[config.mk]
export PLATFORM = sky130hd
export DESIGN_NAME = ctrv_div_cell
export DESIGN_NICKNAME = d
export VERILOG_FILES = /design/src/rtl/ctrv_pkg.sv /design/src/rtl/ctrv_div_cell.sv
export SDC_FILE = /design/constraint.sdc
export NUM_CORES = 1
export LEC_CHECK = 0
export BUFFER_PORTS_ARGS = -buffer_cell sky130_fd_sc_hd__clkbuf_2
export CORE_MARGIN = 2
export CORE_UTILIZATION = 30
export DETAILED_ROUTE_END_ITERATION = 8
export PLACE_DENSITY = 0.62
export SLEW_MARGIN = 20
export SYNTH_ARGS = -nofsm -noshare
export SYNTH_HDL_FRONTEND = slang
export SYNTH_SLANG_ARGS = --single-unit
[constraint.sdc]
create_clock -name clk -period 3.9 [get_ports clk]
set_input_delay 0.78 -clock clk [delete_from_list [all_inputs] [get_ports clk]]
set_output_delay 0.78 -clock clk [all_outputs]
set_load 0.05 [all_outputs]
[src/rtl/ctrv_pkg.sv]
// Shared types, constants and the arctangent table of the CTRV pose predictor.
// Used by the rotation cell, the divider cell and the top level; no dependencies.
package ctrv_pkg;

  // Rotation and arithmetic widths
  localparam int TRIG_ITERATIONS_DEF = 16;
  localparam int ATAN_ENTRIES        = 24;
  localparam int ROT_W               = 32;
  localparam int ANG_W               = 33;
  localparam int TRIG_W              = 30;
  localparam int QUOT_W              = 34;
  localparam int NUM_W               = 63;
  localparam int DEN_W               = 47;
  localparam int THR_W               = 23;

  localparam logic [THR_W-1:0]        THR_RESET   = 23'd334;
  localparam logic signed [ROT_W-1:0] CORDIC_GAIN = 32'sd163008219;
  localparam logic signed [TRIG_W-1:0] ONE_Q28    = 30'sd268435456;
  localparam logic [23:0]             PI_Q22      = 24'd13176795;
  localparam logic signed [ANG_W-1:0] PI_ANG      = 33'sh080000000;

  // One vector of the rotator and its residual angle (2^31 stands for pi).
  typedef struct packed {
    logic signed [ROT_W-1:0] x;
    logic signed [ROT_W-1:0] y;
    logic signed [ANG_W-1:0] a;
  } rot_t;

  // Partial remainder and quotient bits of one long division.
  typedef struct packed {
    logic [NUM_W-1:0]  rem;
    logic [QUOT_W-1:0] quo;
  } quot_t;

  // Arctangent of 2^-i in angle units where 2^31 stands for pi.
  function automatic logic signed [ANG_W-1:0] atan_at(input int unsigned i);
    logic signed [ANG_W-1:0] r;
    case (i)
      0:       r = 33'sh020000000;
      1:       r = 33'sh012E4051E;
      2:       r = 33'sh009FB385B;
      3:       r = 33'sh0051111D4;
      4:       r = 33'sh0028B0D43;
      5:       r = 33'sh00145D7E1;
      6:       r = 33'sh000A2F61E;
      7:       r = 33'sh000517C55;
      8:       r = 33'sh00028BE53;
      9:       r = 33'sh000145F2F;
      10:      r = 33'sh0000A2F98;
      11:      r = 33'sh0000517CC;
      12:      r = 33'sh000028BE6;
      13:      r = 33'sh0000145F3;
      14:      r = 33'sh00000A2FA;
      15:      r = 33'sh00000517D;
      16:      r = 33'sh0000028BE;
      17:      r = 33'sh00000145F;
      18:      r = 33'sh000000A30;
      19:      r = 33'sh000000518;
      20:      r = 33'sh00000028C;
      21:      r = 33'sh000000146;
      22:      r = 33'sh0000000A3;
      23:      r = 33'sh000000051;
      default: r = '0;
    endcase
    return r;
  endfunction

endpackage

[src/rtl/ctrv_div_cell.sv]
// One quotient bit of the restoring divider, for the x and y numerators at once.
// Depends on ctrv_pkg for the remainder type and the widths.
module ctrv_div_cell import ctrv_pkg::*; #(
  parameter int unsigned BIT = 0
) (
  input  logic             clk,
  input  logic             en,
  input  logic [DEN_W-1:0] den,
  input  quot_t            x_in,
  input  quot_t            y_in,
  output quot_t            x_out,
  output quot_t            y_out
);

  localparam int CMP_W = DEN_W + QUOT_W;

  // Subtract the shifted divisor where it fits and record the quotient bit.
  function automatic quot_t settle(input quot_t q, input logic [DEN_W-1:0] d);
    logic [CMP_W-1:0] sh;
    logic [CMP_W-1:0] r;
    quot_t o;
    sh = CMP_W'(d) << BIT;
    r  = CMP_W'(q.rem);
    o  = q;
    if (r >= sh) begin
      o.rem      = NUM_W'(r - sh);
      o.quo[BIT] = 1'b1;
    end
    return o;
  endfunction

  always_ff @(posedge clk) begin
    if (en) begin
      x_out <= settle(x_in, den);
      y_out <= settle(y_in, den);
    end
  end

endmodule

==> impl_metrics.ini <==
[run_status]
status = completed

[global_routing]
grt_overflow_total = 0
grt_antenna_before_repair = 3
grt_pass1_vias = 12800
grt_max_degree = 75
grt_util_all_layers_pct = 22.0
grt_first_pass_wirelength_um = 77400

[synthesis]
yosysTopAreaCell = edfxtp_1
synth_area_leaders = edfxtp_1 (42%), ha_1 (8.8%), a21oi_1 (6.8%)
synthesis.area_um2 = 13700
yosys_most_used_dff = edfxtp_1
synth-seq-cells = 194
synth_cells = 1443
synth_cell_types = 81
synth_top_area_share_pct = 42.5
seq_area_frac_synth_pct = 42.5
syn_nets = 1784
synthArstFlopShare_pct = 0
avgSynthCellArea_um2 = 9.50
synth_edf_count = 194
yosys_warnings = 0

[cts]
ctsResizeCount = 0
cts_buffer_depth = 2
cts_buffers = 17
cts_sinks = 194
clk_pin_slew_ns = 0.08
htreeDepth = 4
post-cts-setup-buffers = 0
cts_tree = done
hold_buffers = 0
root_buffer = clkbuf_16

[timing]
setup-violations-final = 0
fin_crit_sh_pct = 91.5
grt_setup_unrepaired = no
fin_ws_ns = 0.333
fin_tns_setup_ns = 0
slew_headroom_pct = 53.1
finalCriticalPeriod_ns = 3.57
worstMarginPinSlew_ns = 0.704
fmax_mhz = 280
holdWs_ns = 0.452
slew_viol_final = 0
finalHoldViolations = 0

[drt]
drc_errors = 0
drt.antenna.violating_nets = 0
drt_iter0_markers = 910
viasPerCell = 5.03
wl_um = 52600
dr.pass1.iters = 5
vias = 13100
routedWlPerCell_um = 20.2

[critical_path]
cp.arrival_ns = 3.81
worstPathCellList = clkbuf_2 > ha_1 > inv_1 > fa_1 > a21o_1 > a221oi_2 > buf_4 > o31a_1 > o211a_1 > a31oi_1 > a221oi_1 > o21ai_1 > a211oi_2 > nand3_1 > xnor2_1
cp-end-kind = flip-flop
max_stage_delay_ns = 0.40
start_kind = input pin
critPathKind = input pin to flip-flop
crit_fanout = 4
slowest_stage = a211oi_2
cp.required_ns = 4.15

[power_and_ir_drop]
p_comb_share_pct = 39.0
p_int_w = 0.00441
ir_drop_v = 0.000324
pwr-share-seq_pct = 36.2
swShare_pct = 40.9
p_clk_share_pct = 24.7
p_switching_w = 0.00305
p_leak_nw = 8.01
cellPowerDensity_nw_per_um2 = 409

[die]
start_util_pct = 30.3
die_width_um = 218
die_h_um = 218
dieArea_um2 = 47400
fp-row-count = 78
io_pins = 437
core-area_um2 = 45300

[worst_hold_path]
hold_class = input pin to flip-flop

[finish]
fin_nets = 2331
layout-drive-gt1-share_pct = 34.3
syn2layout_area_growth_pct = 33.0
post-route-util_pct = 40.3
post-route-cell-area_um2 = 18200
fill_cells = 4611

[placement]
io_buffers = 436
place_area_um2 = 17600
dp_hpwl_um = 44200
place_ws_ns = -0.178
routabilityCongestion = 0.910

[run]
drv_cap = 0
==> power groups by stage <==
stage	combinational (W)	sequential (W)	clock, W
2_1_floorplan	0.000989	0.00364	0
3_3_place_gp	0.00290	0.00275	0
3_5_place_dp	0.00290	0.00275	0
4_1_cts	0.00292	0.00271	0.00192
5_1_grt	0.00312	0.00273	0.00197
6_report	0.00291	0.00271	0.00185
==> stage by stage <==
step | cells | total power, W
3_5_place_dp | 2571 | 0.00566
5_1_grt | 2604 | 0.00782
3_3_place_gp | 2571 | 0.00566
4_1_cts | 2603 | 0.00755
2_1_floorplan | 1443 | 0.00463
6_report | 2604 | 0.00747
==> cells in the mapped netlist (7+ instances only) <==
| master | count |
|---|---|
| edfxtp_1 | 194 |
| a21oi_1 | 185 |
| nor2_1 | 149 |
| nand2_1 | 107 |
| ha_1 | 96 |
| inv_1 | 89 |
| xnor2_1 | 78 |
| o21ai_0 | 61 |
| nand4_1 | 49 |
| xor2_1 | 42 |
| clkbuf_1 | 33 |
| nor3_1 | 29 |
| buf_2 | 28 |
| o21bai_1 | 27 |
| a21o_1 | 25 |
| nand3_1 | 22 |
| o21ai_2 | 16 |
| a211oi_1 | 15 |
| nand2b_1 | 15 |
| o21a_1 | 15 |
| o211ai_1 | 14 |
| nor4_1 | 11 |
| or3_1 | 11 |
| a31oi_1 | 8 |
| a21boi_0 | 7 |
| mux2_2 | 7 |
| o21ai_1 | 7 |
| or4_1 | 7 |
==> path summary, 6_finish.rpt <==
check,endpoint,cells after the start,slack [ns],start
worst max-delay path,x_out[86],15,0.33,den[0]
worst min-delay path,y_out[2],1,0.45,y_in[2]
==> cell families (layout without fill, tap and decap cells) <==
logic type                 count (synthesis)  in the layout  synth area share (%)
AOI/OAI and AO/OA                        422            422                  19.4
xor gates and xnor gates                 120            120                  7.67
adders and majority gates                 98             98                  9.05
buffers and inverters                    160            720                  5.11
DFF                                      194            194                  42.5
muxes                                      9              9                 0.730
other                                      0              1                     0
and+or+nand+nor                          440            440                  15.5
==> worst max-delay path: cells and delay by family <==
family | cells | cell delay, ns
compound gates | 8 | 1.83
fa+ha+maj | 2 | 0.54
buf+inv | 3 | 0.36
simple gates | 1 | 0.15
xor+xnor | 1 | 0.14
==> registers in the layout, summed over array words and instances, names as in the netlist <==
register / count
y_out: 97
x_out: 97
==> cells in the final DEF (no fill, tap or decap), types with 42 or more instances in the layout <==
cell | netlist | final
nand4_1 | 49 | 49
ha_1 | 96 | 96
a21oi_1 | 185 | 185
buf_4 | 5 | 155
o21ai_0 | 61 | 61
nand2_1 | 107 | 107
xor2_1 | 42 | 42
xnor2_1 | 78 | 78
clkbuf_2 | 0 | 435
inv_1 | 89 | 89
edfxtp_1 | 194 | 194
nor2_1 | 149 | 149
==> area by class of cell <==
type | instances | area [um^2] | area share [%]
multi-input cells | 1089 | 7200 | 39.5
inverters | 89 | 334 | 1.83
diodes | 1 | 2.50 | 0.0137
clock buffers | 17 | 425 | 2.33
clock inverters | 15 | 181 | 0.995
repair buffers | 599 | 3510 | 19.3
well taps | 600 | 751 | 4.12
flip-flops and latches | 194 | 5830 | 31.9
==> routing by layer <==
layer  wire length (um)  track usage [%]
met5                 30                0
met4               1060             6.67
met2              24900             36.6
met3               3760             4.66
met1              22900             28.6
Note: power is estimated with default switching activity, not from simulation.
