### src/rtl/ctrv_pkg.sv
// Shared types, constants and the arctangent table of the CTRV pose predictor.
// Used by the rotation cell, the divider cell and the top level; no dependencies.
package ctrv_pkg;

  // Rotation and arithmetic widths
  localparam int TRIG_ITERATIONS_DEF = 16;
  localparam int ATAN_ENTRIES        = 24;
  localparam int ROT_W               = 32;
  localparam int ANG_W               = 33;
  localparam int TRIG_W              = 30;
  localparam int QUOT_W              = 34;
  localparam int NUM_W               = 63;
  localparam int DEN_W               = 47;
  localparam int THR_W               = 23;

  localparam logic [THR_W-1:0]        THR_RESET   = 23'd334;
  localparam logic signed [ROT_W-1:0] CORDIC_GAIN = 32'sd163008219;
  localparam logic signed [TRIG_W-1:0] ONE_Q28    = 30'sd268435456;
  localparam logic [23:0]             PI_Q22      = 24'd13176795;
  localparam logic signed [ANG_W-1:0] PI_ANG      = 33'sh080000000;

  // One vector of the rotator and its residual angle (2^31 stands for pi).
  typedef struct packed {
    logic signed [ROT_W-1:0] x;
    logic signed [ROT_W-1:0] y;
    logic signed [ANG_W-1:0] a;
  } rot_t;

  // Partial remainder and quotient bits of one long division.
  typedef struct packed {
    logic [NUM_W-1:0]  rem;
    logic [QUOT_W-1:0] quo;
  } quot_t;

  // Arctangent of 2^-i in angle units where 2^31 stands for pi.
  function automatic logic signed [ANG_W-1:0] atan_at(input int unsigned i);
    logic signed [ANG_W-1:0] r;
    case (i)
      0:       r = 33'sh020000000;
      1:       r = 33'sh012E4051E;
      2:       r = 33'sh009FB385B;
      3:       r = 33'sh0051111D4;
      4:       r = 33'sh0028B0D43;
      5:       r = 33'sh00145D7E1;
      6:       r = 33'sh000A2F61E;
      7:       r = 33'sh000517C55;
      8:       r = 33'sh00028BE53;
      9:       r = 33'sh000145F2F;
      10:      r = 33'sh0000A2F98;
      11:      r = 33'sh0000517CC;
      12:      r = 33'sh000028BE6;
      13:      r = 33'sh0000145F3;
      14:      r = 33'sh00000A2FA;
      15:      r = 33'sh00000517D;
      16:      r = 33'sh0000028BE;
      17:      r = 33'sh00000145F;
      18:      r = 33'sh000000A30;
      19:      r = 33'sh000000518;
      20:      r = 33'sh00000028C;
      21:      r = 33'sh000000146;
      22:      r = 33'sh0000000A3;
      23:      r = 33'sh000000051;
      default: r = '0;
    endcase
    return r;
  endfunction

endpackage

### src/rtl/ctrv_cordic_cell.sv
// One rotation step of the sine/cosine chain, applied to two vectors at once.
// Depends on ctrv_pkg for the vector type and the arctangent table.
module ctrv_cordic_cell import ctrv_pkg::*; #(
  parameter int unsigned STEP = 0
) (
  input  logic clk,
  input  logic en,
  input  rot_t a_in,
  input  rot_t b_in,
  output rot_t a_out,
  output rot_t b_out
);

  localparam logic signed [ANG_W-1:0] ANGLE = atan_at(STEP);

  // Rotate toward zero residual angle by atan(2^-STEP).
  function automatic rot_t turn(input rot_t r);
    logic signed [ROT_W-1:0] xs;
    logic signed [ROT_W-1:0] ys;
    rot_t o;
    xs = $signed(r.x) >>> STEP;
    ys = $signed(r.y) >>> STEP;
    if (!r.a[ANG_W-1]) begin
      o.x = $signed(r.x) - ys;
      o.y = $signed(r.y) + xs;
      o.a = $signed(r.a) - ANGLE;
    end else begin
      o.x = $signed(r.x) + ys;
      o.y = $signed(r.y) - xs;
      o.a = $signed(r.a) + ANGLE;
    end
    return o;
  endfunction

  // Hand the rotated vectors to the next cell.
  always_ff @(posedge clk) begin
    if (en) begin
      a_out <= turn(a_in);
      b_out <= turn(b_in);
    end
  end

endmodule

### config.mk
export PLATFORM = sky130hd
export DESIGN_NAME = ctrv_cordic_cell
export DESIGN_NICKNAME = d
export VERILOG_FILES = /design/src/rtl/ctrv_pkg.sv /design/src/rtl/ctrv_cordic_cell.sv
export SDC_FILE = /design/constraint.sdc
export NUM_CORES = 1
export LEC_CHECK = 0
export BUFFER_PORTS_ARGS = -buffer_cell sky130_fd_sc_hd__buf_4
export CAP_MARGIN = 5
export CORE_UTILIZATION = 54
export CTS_BUF_LIST = sky130_fd_sc_hd__clkbuf_2
export DETAILED_ROUTE_END_ITERATION = 10
export GPL_TIMING_DRIVEN = 0
export PLACE_DENSITY = 0.8
export SLEW_MARGIN = 10
export SYNTH_ARGS = -nofsm -noshare
export SYNTH_HDL_FRONTEND = slang
export SYNTH_SLANG_ARGS = --single-unit
### constraint.sdc
create_clock -name clk -period 7.3 [get_ports clk]
set_input_delay 1.095 -clock clk [delete_from_list [all_inputs] [get_ports clk]]
set_output_delay 1.095 -clock clk [all_outputs]
set_load 0.02 [all_outputs]
==> results of run 1 <==
[through the flow]
stage	hold slack, ns	util
floorplan	1.19	-
detailed placement	1.27	0.668
CTS	0.276	0.679
finish	0.305	0.679
global route	0.242	0.679
global placement	1.27	0.667
[sequential cells by signal, indices dropped and copies added, names as in the netlist]
signal  flops
a_out      96
b_out      96
[synth_stat cells (8+ instances only)]
master | number | share of area
buf_4 | 9 | 0.0041
xnor2_1 | 109 | 0.058
mux2i_1 | 29 | 0.017
nor4_1 | 11 | 0.0041
o21ai_0 | 107 | 0.032
o31ai_1 | 23 | 0.010
a21oi_1 | 234 | 0.071
a21o_1 | 19 | 0.0086
o21bai_1 | 37 | 0.017
inv_1 | 185 | 0.042
o211a_1 | 8 | 0.0048
buf_1 | 11 | 0.0025
nand2b_1 | 15 | 0.0057
o211ai_1 | 14 | 0.0063
nand2_1 | 83 | 0.019
fa_1 | 8 | 0.0097
o21ai_1 | 10 | 0.0030
a31oi_1 | 13 | 0.0049
clkbuf_1 | 39 | 0.0088
edfxtp_1 | 192 | 0.35
buf_2 | 18 | 0.0054
or3_1 | 11 | 0.0041
nor3_1 | 33 | 0.010
nand3_1 | 32 | 0.0097
o221ai_1 | 9 | 0.0048
o21a_1 | 12 | 0.0054
nor2_1 | 151 | 0.034
nor2b_1 | 18 | 0.0068
nand4_1 | 18 | 0.0068
a211o_1 | 8 | 0.0042
xor2_1 | 14 | 0.0074
a211oi_1 | 22 | 0.010
ha_1 | 192 | 0.14
[power groups by stage]
stage / clock, mW / combinational, mW / sequential (mW)
2_1_floorplan: 0 / 0.740 / 1.69
3_3_place_gp: 0 / 1.56 / 1.49
3_5_place_dp: 0 / 1.57 / 1.49
4_1_cts: 0.638 / 1.58 / 1.47
5_1_grt: 0.676 / 1.71 / 1.48
6_report: 0.641 / 1.61 / 1.47
[layer usage]
| layer | vias up | part of all wire | wire length [um] | GRT usage |
|---|---|---|---|---|
| li1 | 7361 | - | - | - |
| met2 | 971 | 0.47 | 26600 | 0.576 |
| met5 | - | 0 | 0 | 0 |
| met1 | 7591 | 0.39 | 22000 | 0.446 |
| met4 | 0 | 0.040 | 2240 | 0.142 |
| met3 | 153 | 0.096 | 5420 | 0.0596 |
[worst min path at each step]
stage                      endpoint  slack [ns]  depth (start not counted)
after floorplan            a_out[0]        1.19                          0
after global placement     b_out[8]        1.27                          1
after detailed placement  b_out[14]        1.27                          1
after CTS                  a_out[1]        0.28                          1
after global routing      b_out[25]        0.24                          1
final                      a_out[1]        0.31                          1
[kinds of logic after synthesis]
family | after synthesis
DFF | 192
xor gates and xnor gates | 123
and+or+nand+nor | 405
buffers and inverters | 275
adders and majority gates | 200
muxes | 29
AOI/OAI and AO/OA | 599
[layout make-up]
| cell class | instances | share of cell area |
|---|---|---|
| tap | 390 | 0.0240 |
| sequential | 192 | 0.284 |
| buffer | 78 | 0.0175 |
| clock buffer | 17 | 0.00418 |
| inverter | 197 | 0.0364 |
| multi-input combinational | 1356 | 0.479 |
| clock inverter | 15 | 0.0108 |
| timing repair buffer | 388 | 0.145 |
| antenna | 2 | 0.000246 |
[worst max-delay path: cells and delay by family]
family / cells / cell delay (ns)
compound gates: 6 / 1.77
xor+xnor: 1 / 0.11
buf+inv: 1 / 0.13
fa+ha+maj: 2 / 0.64
simple gates: 2 / 0.51
==> key figures, run 1 <==
Global routing
  • Largest net degree at the start of global routing: 98
  • Total GRT Usage: 0.347
  • Vias in the first global route: around 15000
  • Gr ovfl total: 0
  • Global-route wire length before repair: between 80000 and 90000 um
  • Initial antenna violation count: 3

Yosys
  • Sequential fraction of the synthesis area: 0.347
  • Synth Area in Simple Gates: 0.116
  • Syn Area/Cell: 9.10 sq um
  • Distinct cell type count after synthesis: 89
  • Async SR Flop Fraction: 0
  • Synthesized cell area: 16600 sq um
  • Post-Synth XOR/XNOR Area: 0.0649
  • Register bit total from synthesis: 192
  • Synth Area in Adders: 0.154
  • Syn_nets: 2219
  • Main combinational cell family by area after synthesis: compound AO/OA/AOI/OAI gates
  • Synthesized instance count: 1823
  • Post-synthesis compound-gate area fraction: 0.234
  • Yosys warning total: 0
  • Post-synth EDFFs: 192
  • Mux contribution to synthesized area: 0.0175
  • Commonest register cell after synthesis: edfxtp_1

Place
  • Port Buf Inserts: 387
  • Placed cells: between 2000 and 3000
  • Routability congestion estimate from global placement: 1.03
  • Placed cell areas: 20000 sq um
  • Setup Slack @ Placement: around 2.9 ns
  • DP HPWL: 44800 um

Drt
  • DR iter-0 viols: 1930
  • Via count: 16100
  • Drt total wl: ~56000 um
  • DR vias/cell: 6.10
  • Final ANT Viol Nets: 0
  • WL per Instance: approximately 21 um
  • First-pass iteration count of the detailed router: 6
  • Drt drc: 0

Clocking
  • CTS tree: yes
  • Clk root buf: clkbuf_2
  • H-Tree Depth: 4
  • CTS buffer count: 17
  • CTS resizes: 0
  • Reg clk slew, reported paths: 0.41 ns
  • Buffer count from post-CTS setup fixing: 0
  • CTS Hold Bufs: 0
  • Clock sink total: 192
  • Worst-case clock buffer depth: 2

Final layout
  • Most frequent cells in the layout: buf_4, a21oi_1, ha_1, edfxtp_1, inv_1
  • Final nets: between 2000 and 3000
  • Commonest non-fill, non-tap cell in the layout: buf_4
  • Post-Layout Cell Count: 2635
  • Cell area after layout: around 20000 sq um
  • Filler cell count: around 2500
  • P&R area growth vs syn: 22.5%
  • Seq. cell area: 5770 sq um
  • Multi-input gate area: 9730 sq um
  • Layout cells sized above 1: 0.219

Power and ir drop
  • Final Power: roughly 3.7 mW
  • Comb pwr share: 0.433
  • P_leak: 8.97 nW
  • Switching power: 1.54 mW
  • Power per Cell Area: 183 nW/um^2
  • Clk pwr share: 0.173
  • Switching portion of total power: 0.413
  • Register share of total power: 0.395
  • Max IR drop VDD: ~110 uV
  • Pint: 2.18 mW

STA
  • Worst-margin pin slew: about 1.1 ns
  • Setup tns final: 0 ns
  • Crit share post-route: 0.493
  • Slew Limit Fails: 0
  • RSZ-0062 raised after global routing: no
  • Period minus WS final: around 3.6 ns
  • Maximum clock rate: about 280 MHz
  • Final Hold Fails: 0
  • # setup viols final: 0
  • Relative slew slack: 0.264
  • Setup ws final: 3.70 ns

Die
  • Die X: 177 um
  • Num rows: 63
  • Starting density of the core: 0.554
  • Die ar.: roughly 31000 sq um
  • # IOs: 390
  • Die Ht: 177 um
  • Core Box Area: about 30000 sq um

Setup path
  • Crit path from: b_in[33]
  • Crit path DAT: 4.27 ns
  • Worst path max stage delay: 0.69 ns
  • Crit Path Category: primary input to register
  • Critical-path top delay cell: o211ai_1
  • Setup crit start kind: primary input
  • CP required: 7.97 ns
  • Crit path capture type: register
  • Sequence of cells on the critical path: buf_4 -> ha_1 -> fa_1 -> and4b_1 -> a211oi_1 -> o21ai_1 -> o221ai_1 -> o211ai_1 -> a21oi_1 -> nand2b_1 -> a22oi_1 -> xnor2_1
  • CP Capture Point: b_out[93]
  • Crit-path max FO: 4

Flow run
  • Max-cap viol count: 0

Run status
  • Outcome: complete, no violations

Worst hold path
  • HP Start: a_in[1]
  • Hold Path Class: primary input to register
No activity file was read; power rests on OpenSTA's default activity.
==> run 2: changes to the inputs <==
CORE_UTILIZATION = 51   (was 54)
PLACE_DENSITY = 0.79   (was 0.8)
clock period = 3.2 ns   (was 7.3 ns; I/O delays follow)
==> key figures, run 2 (synthesis gave the netlist of run 1 again) <==
Clocking
  • CTS tree: yes
  • H-Tree Depth: 4
  • Reg clk slew, reported paths: 0.33 ns
  • Clk root buf: clkbuf_2
  • Worst-case clock buffer depth: 2
  • Clock sink total: 192
  • CTS buffer count: 17

Drt
  • WL per Instance: 22.0 um
  • First-pass iteration count of the detailed router: 6
  • Drt drc: 0
  • DR vias/cell: 5.95
  • Via count: 16400
  • DR iter-0 viols: 2061
  • Final ANT Viol Nets: 0
  • Drt total wl: approximately 61000 um

Global routing
  • Vias in the first global route: 15900
  • Largest net degree at the start of global routing: 111
  • Global-route wire length before repair: 90500 um
  • Initial antenna violation count: 5
  • Total GRT Usage: 0.357
  • Gr ovfl total: 0

Setup path
  • Crit-path max FO: 5
  • Setup crit start kind: primary input
  • Crit path DAT: 3.96 ns
  • Critical-path top delay cell: a221oi_1
  • Sequence of cells on the critical path: dlygate4sd3_1 -> buf_4 -> inv_1 -> ha_1 -> nor2b_1 -> o31ai_1 -> a211oi_1 -> nor2b_1 -> o221ai_1 -> a221oi_1 -> mux2i_1 -> xnor2_1
  • Most frequent CP cell: nor2b_1
  • Crit Path Category: primary input to register
  • CP required: 4.00 ns
  • Worst path max stage delay: 0.59 ns
  • Crit path capture type: register

STA
  • Final Hold Fails: 1
  • Slew Limit Fails: 0
  • RSZ-0062 raised after global routing: no
  • Crit share post-route: 0.988
  • Hold Slack: -0.00622 ns
  • # setup viols final: 0
  • Period minus WS final: roughly 3.2 ns
  • Worst-margin pin slew: approximately 1.2 ns
  • Maximum clock rate: 316 MHz
  • Relative slew slack: 0.228
  • Setup tns final: 0 ns

Place
  • Placed cells: 2646
  • Placed cell areas: 20100 sq um
  • Port Buf Inserts: 387
  • DP HPWL: 46500 um
  • Routability congestion estimate from global placement: 0.973

Worst hold path
  • Hold Path Stages: 4
  • Hold EP: b_out[34]
  • Hold Path Class: primary input to register
  • HP Start: b_in[66]

Final layout
  • Final Util: 0.666
  • Commonest non-fill, non-tap cell in the layout: buf_4
  • P&R area growth vs syn: 27.6%
  • Most frequent cells in the layout: buf_4, a21oi_1, ha_1, edfxtp_1, inv_1
  • Largest registers: a_out (96), b_out (96)
  • Layout cells sized above 1: 0.213
  • Cell area after layout: 21200 sq um
  • Final nets: between 2000 and 3000
  • Post-Layout Cell Count: 2763

Power and ir drop
  • P_leak: 9.28 nW
  • Final Power: ~8.6 mW
  • Max IR drop VDD: 222 uV
  • Power per Cell Area: 404 nW/um^2

Run status
  • Failing checks: hold timing
  • Outcome: finished, violations left

Die
  • Die X: 182 um
  • Die Ht: 182 um
  • # IOs: 390
  • Core Box Area: 31800 sq um
  • Starting density of the core: 0.522
  • Die ar.: 33300 sq um
  • Num rows: 65

Flow run
  • Max-cap viol count: 0
[run 2: worst max-delay path, delay by kind of cell]
| kind | cells | cell delay [ns] |
|---|---|---|
| buffers and inverters | 3 | 0.79 |
| XOR/XNOR | 1 | 0.33 |
| multiplexers | 1 | 0.19 |
| AND/OR/NAND/NOR | 2 | 0.42 |
| adder cells (fa/ha/maj) | 1 | 0.35 |
| AO/OA/AOI/OAI | 4 | 1.40 |
[run 2: stage by stage]
stage | hold WS [ns] | setup WS (ns)
2_1_floorplan | 0.579 | 0.200
3_3_place_gp | 0.658 | -0.702
3_5_place_dp | 0.659 | -0.666
4_1_cts | 0.00113 | 0.0149
5_1_grt | 0.00212 | 0.0357
6_report | -0.00622 | 0.0369
[run 2: routing by layer]
layer / GRT usage / vias to the layer above / wire length (um)
met2: 0.602 / 967 / 29000
met1: 0.438 / 7736 / 23900
li1: - / 7536 / -
met5: 0 / - / 0
met3: 0.0609 / 190 / 4860
met4: 0.181 / 0 / 2990
[run 2: how the worst max path moves through the flow]
stage | start | to | slack (ns) | cells past startpoint
5_1_grt | a_in[34] | a_out[62] | 0.04 | 13
3_3_place_gp | b_in[33] | b_out[93] | -0.70 | 12
2_1_floorplan | a_in[33] | a_out[63] | 0.20 | 11
3_5_place_dp | b_in[36] | b_out[59] | -0.67 | 13
6_report | a_in[34] | a_out[50] | 0.04 | 12
4_1_cts | a_in[65] | a_out[63] | 0.01 | 13
[run 2: final cells by class]
class                           instances  area, sq um
Multi-Input combinational cell       1356         9760
Clock inverter                         15          180
Sequential cell                       192         5770
Clock buffer                           17         85.1
Buffer                                 78          357
Fill cell                            2533        10600
Tap cell                              435          544
Inverter                              197          739
Antenna cell                            5         12.5
Timing Repair Buffer                  468         3740
[run 2: timing repair]
action	in CTS	in global routing
setup endpoints to repair	0	6
setup buffers	0	1
hold endpoints to repair	110	0
resized for setup	0	5
hold buffers	79	0
[run 2: report_power, final]
group / switching, mW / leakage [nW] / internal (mW)
logic: 2.31 / 7.26 / 1.50
registers: 0.126 / 1.88 / 3.24
clock network: 1.11 / 0.145 / 0.280
total: 3.55 / 9.28 / 5.01
